`src/hdl/ltsc_ram.sv`:
```
// Generic single-write, single-read synchronous RAM with registered read data.
`timescale 1ns / 1ps
`default_nettype none

module ltsc_ram #(
	parameter int WIDTH = 8,
	parameter int DEPTH = 256,
	localparam int ADDR_BITS = $clog2(DEPTH)
) (
	input  wire logic                 clk,
	input  wire logic                 we,
	input  wire logic [ADDR_BITS-1:0] waddr,
	input  wire logic [WIDTH-1:0]     wdata,
	input  wire logic                 re,
	input  wire logic [ADDR_BITS-1:0] raddr,
	output logic      [WIDTH-1:0]     rdata
);

	logic [WIDTH-1:0] mem [DEPTH];

	always_ff @(posedge clk) begin
		if (we) begin
			mem[waddr] <= wdata;
		end
		if (re) begin
			rdata <= mem[raddr];
		end
	end

endmodule

`default_nettype wire

```
`config.mk`:
```
export PLATFORM = sky130hd
export DESIGN_NAME = ltsc_ram
export DESIGN_NICKNAME = d
export VERILOG_FILES = /design/src/hdl/ltsc_ram.sv
export SDC_FILE = /design/constraint.sdc
export NUM_CORES = 2
export LEC_CHECK = 0
export BUFFER_PORTS_ARGS = -buffer_cell sky130_fd_sc_hd__buf_2
export CORE_ASPECT_RATIO = 0.8
export CORE_UTILIZATION = 25
export DETAILED_ROUTE_END_ITERATION = 16
export SLEW_MARGIN = 20
export SYNTH_ARGS = -nofsm -noshare
export SYNTH_HDL_FRONTEND = slang
export SYNTH_SLANG_ARGS = --single-unit
```
`constraint.sdc`:
```
create_clock -name clk -period 2.7 [get_ports clk]
set_clock_uncertainty 0.05 [all_clocks]
set_input_delay 0.135 -clock clk [delete_from_list [all_inputs] [get_ports clk]]
set_output_delay 0.135 -clock clk [all_outputs]
set_load 0.02 [all_outputs]
```
==> impl_results.md <==
- Worst setup margin: approximately 0.047 ns
- VDD IR max: 465.0 uV
- Worst min path class: in2reg
- Lkg Pwr: 29.76 nW
- Final Hold Fails: 0
- Worst Hold Endpoint: mem[243][6]$_DFFE_PP_
- Min cycle time layout: 2.653 ns
- Die width: around 630 um
- Die Span Y: 506.8 um
- Ys Warns: 0
- Initial antenna violation count: 17
- Fmax: 0.3769 GHz
- Fin Setup TNS: 0 ns
- P_int: ~0.051 W
- Number of port buffers: 34
- DRC viols: 0
- Non-filler cells in the finished layout: between 8000 and 9000
- Post-CTS setup buffer count: 0
- Initial Util: 0.2525
- Setup CP Type: reg2reg
- Pre-CTS WS: -0.7578 ns
- FF-to-FF Start: mem[83][1]$_DFFE_PP_
- Worst Max-Slew Pin Slew: 1.042 ns
- Pwr Total: 0.06494 W
- TritonCTS clock tree: done
- RSZ-0062 raised after global routing: false
- CTS clk-pin slew, worst paths: ~0.070 ns
- R2R cell count: 6
- Clock Latency Late Sink: about 0.85 ns
- Cts bufs inserted: 190
- Die area: 0.3208 sq mm
- Power density over the cells: ~680 mW/mm^2
- Setup violations, final: 0
- Vias per cell: approximately 4.7
- Post-synthesis cell count: 3733
- H-tree Lvls: 4
- Part of the power in registers: 0.542
- Synthesized area per cell: between 20 and 25 sq um
- Vias in the first global route: approximately 41000
- CP required: 3.23 ns
- IO Pins: 35
- Dpl hpwl: 136.7 mm
- CP max stage delay: about 0.52 ns
- Drt wl/cell: 24.17 um
- Antenna Nets Post-Route: 0
- FP Rows: 184
- WP data arrival: 3.18 ns
- Slowest stage cell, crit path: mux4_2
- Share of cells above drive strength 1: 0.3082
- Fin util: 0.3019
- Reg-to-Reg End: rdata[1]$_DFFE_PP_
- Worst Hold Path Cells: 4
- Net count, final: ~4400
- Post-synthesis net count: ~3800
- Worst hold start: waddr[4]
- Max-slew violations: 0
- Sequential area share after synthesis: 0.7753
- Main synth FF type: edfxtp_1
- Clk network pwr share: 0.400
- CTS Buffer Depth: 4
- Core Area: 0.3154 sq mm
- Crit-path cells: mux4_2, mux4_2, nor2b_1, nor4_1, buf_4, nor4_1
- Reg2Reg Setup Slack: 0.05 ns
- First-pass GRT wire length: 298.8 mm
- Routed wire length: 209.8 mm
- Worst Setup End Kind: flop
- Layout fillers: 30280
- Max_cap viols: 0
- Max_slew headroom: 0.3003
- GRT Util Overall: 0.1279
- Worst setup SP type: flop
- Synthesis-to-finish area growth: 19.56%
- EDFF count, synth: 2056
- NetSw: about 0.014 W
- Period utilization: 0.9827
- Placer Congestion: 0.8448
- Pre-antenna DRT Iters: 5
- CTS sink cnt: 2056
- Inst Count DP: 8330
- Gr ovfl total: 0
- CTS root buffer: clkbuf_16
- Vias: 41010
- FF+latch count, synth: 2056
- Largest net degree at the start of global routing: 96
- Logic pwr share: 0.058
- Post-synth ARST share: 0
- Sw Share: 0.2155
- Cell Area, Synth: 0.07964 sq mm
- Max FO, Critical Path: 1
- Status: finished, final reports clean
- Count of different cell masters after synthesis: between 50 and 60
- DR iter-0 viols: 4995
-- worst max-delay path, delay by kind of cell (launching register included) --
family	cells	cell delay, ns
mux	2	1.01
flops	1	0.37
buf+inv	1	0.20
simple gates	3	0.78
-- synth_stat cells (all sizes together), types with 12 or more instances --
cell type / number / area share
a211oi: 16 / 0.0015
a22oi: 133 / 0.013
o221ai: 47 / 0.0052
nand2: 33 / 0.0016
nand3: 34 / 0.0021
mux2i: 134 / 0.017
a21oi: 96 / 0.0060
buf: 122 / 0.013
nor3: 22 / 0.0014
o21ai: 12 / 0.00075
mux4: 456 / 0.13
nor4: 27 / 0.0024
edfxtp: 2056 / 0.78
o22ai: 28 / 0.0022
nor2b: 31 / 0.0024
clkbuf: 111 / 0.0052
nor2: 282 / 0.013
a221oi: 14 / 0.0016
-- logic make-up after synthesis --
group | Yosys count | share of synthesized area
AND/OR/NAND/NOR | 466 | 0.02625
multiplexers | 591 | 0.1460
AO/OA/AOI/OAI | 385 | 0.03416
flip-flops | 2056 | 0.7753
buffers and inverters | 235 | 0.01829
-- through the flow --
stage | hold WS [ns] | area, sq um
after floorplan | 0.1839 | 79640
after global placement | 0.4615 | 89200
after detailed placement | 0.4670 | 89200
after CTS | 0.01897 | 95190
after global routing | 0.1025 | 95210
final | 0.08413 | 95210
-- flip-flops by register name, summed over array words and instances, names as in the netlist --
register,cells
mem,2048
rdata,8
-- layout make-up --
type                            instances  area (sq um)  area share
Timing Repair Buffer                  661          5884     0.06180
Inverter                                2         7.507  0.00007885
Clock inverter                        108         924.6    0.009711
Tap cell                             4185          5236     0.05500
Sequential cell                      2056         61740      0.6484
Antenna cell                            5         12.51   0.0001314
Multi-Input combinational cell       1442         16520      0.1735
Clock buffer                          221          4892     0.05138
-- power by group through the flow --
stage | clock (W) | sequential (W) | combinational [W]
2_1_floorplan | 0 | 0.0359 | 0.00171
3_3_place_gp | 0 | 0.0359 | 0.00368
3_5_place_dp | 0 | 0.0359 | 0.00372
4_1_cts | 0.0264 | 0.0352 | 0.00376
5_1_grt | 0.0275 | 0.0352 | 0.00395
6_report | 0.0260 | 0.0352 | 0.00375
-- metal layers --
| layer | global-route usage | share of wire | vias to the layer above |
|---|---|---|---|
| met5 | 0 | 0.00025 | - |
| met4 | 0.03146 | 0.024 | 6 |
| met1 | 0.1820 | 0.42 | 21790 |
| met2 | 0.1869 | 0.44 | 1974 |
| met3 | 0.04281 | 0.12 | 311 |
| li1 | - | - | 16930 |
-- worst max-delay path by stage --
stage / start / end / cells past startpoint
global placement: raddr[0] / rdata[0]$_DFFE_PP_ / 10
detailed placement: raddr[0] / rdata[0]$_DFFE_PP_ / 10
CTS: mem[83][1]$_DFFE_PP_ / rdata[1]$_DFFE_PP_ / 6
floorplan: raddr[0] / rdata[2]$_DFFE_PP_ / 9
finish: mem[83][1]$_DFFE_PP_ / rdata[1]$_DFFE_PP_ / 6
global route: mem[155][3]$_DFFE_PP_ / rdata[3]$_DFFE_PP_ / 7
-- cells in the final DEF, fill, tap and decap left out, types with 13 or more instances in the layout --
| cell type | n |
|---|---|
| nand2_1 | 33 |
| o22ai_1 | 28 |
| buf_4 | 544 |
| bufinv_16 | 14 |
| nor2_1 | 279 |
| a211oi_1 | 16 |
| nor4_1 | 20 |
| clkbuf_16 | 191 |
| clkbuf_1 | 30 |
| edfxtp_1 | 2056 |
| nor3_1 | 22 |
| a22oi_1 | 133 |
| dlygate4sd3_1 | 16 |
| o221ai_1 | 46 |
| mux2i_1 | 134 |
| a21oi_1 | 96 |
| nor2b_1 | 28 |
| a221oi_1 | 13 |
| clkinv_1 | 39 |
| nand3_1 | 34 |
| mux4_2 | 454 |
| clkinv_2 | 41 |
| buf_2 | 22 |
| buf_12 | 69 |
-- timing repair --
action	4_1_cts	5_1_grt
setup endpoints to repair	1	1
pin swaps	0	0
hold buffers	16	0
hold endpoints to repair	1186	0
gates resized for setup	2	1
(Power assumes the default switching activity.)
