$ cat config.mk
export PLATFORM = sky130hd
export DESIGN_NAME = ltsc_free_stack
export DESIGN_NICKNAME = d
export VERILOG_FILES = /design/src/hdl/ltsc_pkg.sv /design/src/hdl/ltsc_ram.sv /design/src/hdl/ltsc_free_stack.sv
export SDC_FILE = /design/constraint.sdc
export NUM_CORES = 2
export LEC_CHECK = 0
export BUFFER_PORTS_ARGS = -buffer_cell sky130_fd_sc_hd__buf_4
export CAP_MARGIN = 30
export CORE_MARGIN = 2
export CORE_UTILIZATION = 55
export DETAILED_ROUTE_END_ITERATION = 12
export PLACE_DENSITY = 0.71
export RECOVER_POWER = 25
export SLEW_MARGIN = 20
export SYNTH_ARGS = -nofsm -noshare
export SYNTH_HDL_FRONTEND = slang
export SYNTH_SLANG_ARGS = --single-unit
export TNS_END_PERCENT = 1
$ cat constraint.sdc
create_clock -name clk -period 5.4 [get_ports clk]
set_input_delay 1.62 -clock clk [delete_from_list [all_inputs] [get_ports clk]]
set_output_delay 1.62 -clock clk [all_outputs]
set_load 0.1 [all_outputs]
$ cat src/hdl/ltsc_pkg.sv
// Shared constants, operation codes and stack command type for the tile slot cache.
`timescale 1ns / 1ps
`default_nettype none

package ltsc_pkg;

	localparam int SLOTS_DEF          = 256;
	localparam int RESIDENT_LIMIT_DEF = 256;
	localparam int KEY_BITS_DEF       = 32;
	localparam int STAMP_BITS         = 64;
	localparam int TILE_KEY_BITS      = 32;
	localparam int SLOT_OUT_BITS      = 8;
	localparam int OP_BITS            = 2;

	typedef enum logic [OP_BITS-1:0] {
		OP_ALLOCATE = 2'd0,
		OP_TOUCH    = 2'd1,
		OP_LOOKUP   = 2'd2,
		OP_RESERVED = 2'd3
	} op_t;

	typedef struct packed {
		logic push;
		logic pop;
	} stack_cmd_t;

endpackage

`default_nettype wire

$ cat src/hdl/ltsc_ram.sv
// Generic single-write, single-read synchronous RAM with registered read data.
`timescale 1ns / 1ps
`default_nettype none

module ltsc_ram #(
	parameter int WIDTH = 8,
	parameter int DEPTH = 256,
	localparam int ADDR_BITS = $clog2(DEPTH)
) (
	input  wire logic                 clk,
	input  wire logic                 we,
	input  wire logic [ADDR_BITS-1:0] waddr,
	input  wire logic [WIDTH-1:0]     wdata,
	input  wire logic                 re,
	input  wire logic [ADDR_BITS-1:0] raddr,
	output logic      [WIDTH-1:0]     rdata
);

	logic [WIDTH-1:0] mem [DEPTH];

	always_ff @(posedge clk) begin
		if (we) begin
			mem[waddr] <= wdata;
		end
		if (re) begin
			rdata <= mem[raddr];
		end
	end

endmodule

`default_nettype wire

$ cat src/hdl/ltsc_free_stack.sv
// LIFO stack of free slot numbers, held in a RAM, with its fill count.
`timescale 1ns / 1ps
`default_nettype none

module ltsc_free_stack
	import ltsc_pkg::*;
#(
	parameter int SLOTS = SLOTS_DEF,
	localparam int SLOT_BITS = $clog2(SLOTS),
	localparam int CNT_BITS  = $clog2(SLOTS + 1)
) (
	input  wire logic                 clk,
	input  wire logic                 arst_n,
	input  wire stack_cmd_t           cmd,
	input  wire logic [SLOT_BITS-1:0] push_slot,
	output logic      [CNT_BITS-1:0]  count,
	output logic                      wrapped,
	output logic      [SLOT_BITS-1:0] pop_slot
);

	logic [CNT_BITS-1:0]  count_q;
	logic                 wrapped_q;
	logic [CNT_BITS-1:0]  pop_idx;
	logic [CNT_BITS-1:0]  calc_full;
	logic [SLOT_BITS-1:0] calc_q;
	logic                 from_ram_q;
	logic [SLOT_BITS-1:0] ram_rdata;

	assign pop_idx   = count_q - 1'b1;
	assign calc_full = CNT_BITS'(SLOTS) - count_q;

	ltsc_ram #(
		.WIDTH(SLOT_BITS),
		.DEPTH(SLOTS)
	) u_stack_ram (
		.clk  (clk),
		.we   (cmd.push),
		.waddr(count_q[SLOT_BITS-1:0]),
		.wdata(push_slot),
		.re   (cmd.pop),
		.raddr(pop_idx[SLOT_BITS-1:0]),
		.rdata(ram_rdata)
	);

	always_ff @(posedge clk or negedge arst_n) begin
		if (!arst_n) begin
			count_q   <= CNT_BITS'(SLOTS);
			wrapped_q <= 1'b0;
		end else begin
			if (cmd.push) begin
				count_q   <= count_q + 1'b1;
				wrapped_q <= 1'b1;
			end else if (cmd.pop) begin
				count_q <= pop_idx;
			end
		end
	end

	// hold the reset ordering until the first slot is pushed back
	always_ff @(posedge clk) begin
		if (cmd.pop) begin
			calc_q     <= calc_full[SLOT_BITS-1:0];
			from_ram_q <= wrapped_q;
		end
	end

	assign count    = count_q;
	assign wrapped  = wrapped_q;
	assign pop_slot = from_ram_q ? ram_rdata : calc_q;

endmodule

`default_nettype wire

==> impl_metrics.json <==
{
  "status": "complete, but fails checks",
  "violations": "design-rule violations, max-capacitance violations, max-slew violations",
  "grt_pass1_vias": 38100,
  "dp_hpwl_um": 109000,
  "crit_path_frequent_cell": "o22ai_1",
  "setup.worst_path.end_class": "flop",
  "synthCells": 3613,
  "cts_max_path_buffers": 3,
  "slowest_delay_ns": 0.82,
  "clkLatencyLatePin_ns": 0.85,
  "dieArea_um2": 148000,
  "grt.total_usage": 0.255,
  "postLayoutCellArea_um2": 88800,
  "postCtsSetupRepairBufs": 0,
  "synth_compound_gate_area_share": 0.0354,
  "r2r_cells": 11,
  "top_level_ports": 30,
  "slew_viol_final": 854,
  "hold_path_startpoint": "count[8]",
  "cts-root-buf": "clkbuf_16",
  "drc": 4,
  "cellLeakagePower_nw": 27.1,
  "synthSimpleGateAreaFrac": 0.0202,
  "portBuffers": 29,
  "dr.pass1.iters": 9,
  "startpoint_type": "flop",
  "worstMarginPinSlew_ns": 3.48,
  "die_h_um": 385,
  "path_max_fanout": 24,
  "ys_seq_elements": 2075,
  "num_rows": 139,
  "powerDensity_nw_per_um2": 569,
  "p_total_mw": 50.5,
  "path_delay_family": "compound AO/OA/AOI/OAI gates",
  "cts_buffers": 195,
  "regToRegSetupSlack_ns": 0.38,
  "coreArea_um2": 144000,
  "drive_gt1_frac": 0.248,
  "slowest_stage": "dfrtp_1",
  "seq_area_frac_synth": 0.781,
  "finish.net_count": 3754,
  "grt_max_degree": 163,
  "htree_levels": 4,
  "ir_worst_vdd_v": 0.000863,
  "reg2reg_to": "u_stack_ram.rdata[6]",
  "vias_per_cell": 6.64,
  "drt-initial-drc-count": 5424,
  "synth_top_family_by_area": "multiplexers",
  "hold_buffers": 0,
  "syn_avg_cell_area_um2": 22.1,
  "routedWlPerCell_um": 32.2,
  "yosysWarnings": 0,
  "gp_congestion": 0.856,
  "clk_pin_slew_ns": 0.07,
  "fin_cells": 5793,
  "cp-startpoint": "count[0]",
  "hold_violations": 0,
  "cp.required_ns": 6.00,
  "rsz0062_at_grt": "false",
  "whs_path_depth": 1,
  "cts_tree": "built",
  "placed_cells": 5432,
  "ys_types": 46,
  "grt_pass1_wl_um": 270000,
  "antenna_found_initial": 6,
  "placed_area_um2": 82500,
  "synth_mux_area_frac": 0.146,
  "fin_tns_setup_ns": 0,
  "arrival_ns": 5.62,
  "fin_crit_ns": 5.02,
  "wirelength_um": 186000,
  "hp-class": "reg -> reg",
  "initial_core_util": 0.555,
  "crit_buf_inv": 3,
  "max-slew-margin-rel": -1.32,
  "synthToLayoutAreaGrowth_pct": 11.4,
  "path_cells": "inv_1 -> ha_4 -> buf_12 -> mux4_2 -> a22o_1 -> a221oi_1 -> o22ai_1 -> nor3_1 -> buf_4 -> o22ai_1 -> a221o_1",
  "period_share": 0.930,
  "syn-num-nets": 3630,
  "setup_viol": 0,
  "syn_area_um2": 79700,
  "skew_ns": 0.0398,
  "synthXorXnorAreaFrac": 0.00199,
  "synth_fa_ha_area_frac": 0.000785,
  "ant_nets": 0,
  "min_to": "count[8]",
  "vias": 38400,
  "whs_ns": 0.493,
  "overflow": 0,
  "r2r-start": "count[0]",
  "cts_resized": 0,
  "clock_sinks": 2075,
  "drv_cap": 7,
  "fp.dieW_um": 385,
  "path_class": "reg -> reg",
  "fmax_ghz": 0.199
}
## how the worst max path moves through the flow
stage	to	slack [ns]	cells after the start
finish	u_stack_ram.rdata[6]	0.38	11
floorplan	u_stack_ram.rdata[5]	0.99	17
CTS	u_stack_ram.rdata[6]	0.89	11
global route	u_stack_ram.rdata[0]	0.43	12
detailed placement	u_stack_ram.rdata[6]	0.92	11
global placement	u_stack_ram.rdata[6]	0.91	13
## registers in the layout, summed over array words and instances, names as in the netlist
name,count
calc_q,8
from_ram_q,1
u_stack_ram.rdata,8
wrapped,1
count,9
u_stack_ram.mem,2048
## metrics by stage
stage / setup slack, ns / util
2_1_floorplan: 0.985 / -
3_3_place_gp: 0.915 / 0.574
3_5_place_dp: 0.917 / 0.574
4_1_cts: 0.894 / 0.618
5_1_grt: 0.434 / 0.618
6_report: 0.376 / 0.618
## cells in the final DEF (no fill, tap or decap), types with 15 or more instances in the layout
master and instances:
nand3_1 21, a21oi_1 65, clkbuf_16 195, nand2_1 31, mux4_2 512, a22o_1 64, buf_4 122, clkbuf_1 42
nor3_1 18, clkinv_1 44, a221oi_1 62, or3_1 18, clkinv_2 26, nor2_1 265, edfxtp_1 2065, buf_12 26
bufinv_16 15, o22ai_1 41, a22oi_1 129
## cell type report
type                    count  area, um^2
well taps                1903        2380
inverters                   4        15.0
flip-flops and latches   2075       62300
clock buffers             232        5020
multi-input cells        1299       16300
diodes                      1        2.50
repair buffers            162        1550
fillers                  9644       54900
clock inverters           117        1210
## cell usage after synthesis (all sizes together)
library cell     n  area (um^2)
edfxtp        2065        62000
mux4           512        11500
nor2           267         1000
clkbuf         131          493
a22oi          129          968
buf            104          653
a21oi           65          325
a221oi          64          573
a22o            64          561
o22ai           41          257
nand2           33          139
nand3           25          125
nor3            20          100
or3             18          118
a221o            9         90.1
dfrtp            9          225
xnor2            9         97.6
mux2             8         90.1
nor2b            7         43.8
xor2             7         61.3
ha               5         62.6
inv              4         15.0
nand4            3         18.8
and3             2         12.5
nor4             2         27.5
a31oi            1         6.26
and2             1         6.26
dfstp            1         26.3
nand2b           1         6.26
o211ai           1         7.51
o21ai            1         5.00
o21bai           1         7.51
o311ai           1         8.76
o31a             1         8.76
or2              1         6.26
## layer usage
layer	wire [um]	track usage	vias up
li1	-	-	15600
met1	73800	0.373	20500
met2	88900	0.390	2050
met3	18400	0.0583	321
met4	5370	0.0760	4
met5	19	0	-
## cells by family after synthesis
family	count (synthesis)
DFF	2075
and+or+nand+nor	380
buffers and inverters	239
adders and majority gates	5
muxes	520
xor gates and xnor gates	16
AOI/OAI and AO/OA	378
## power breakdown
group	internal [mW]	switching, mW
combinational	7.53	11.3
sequential	18.1	0.222
clock	7.40	5.97
Power figures use the tool's default switching activity.
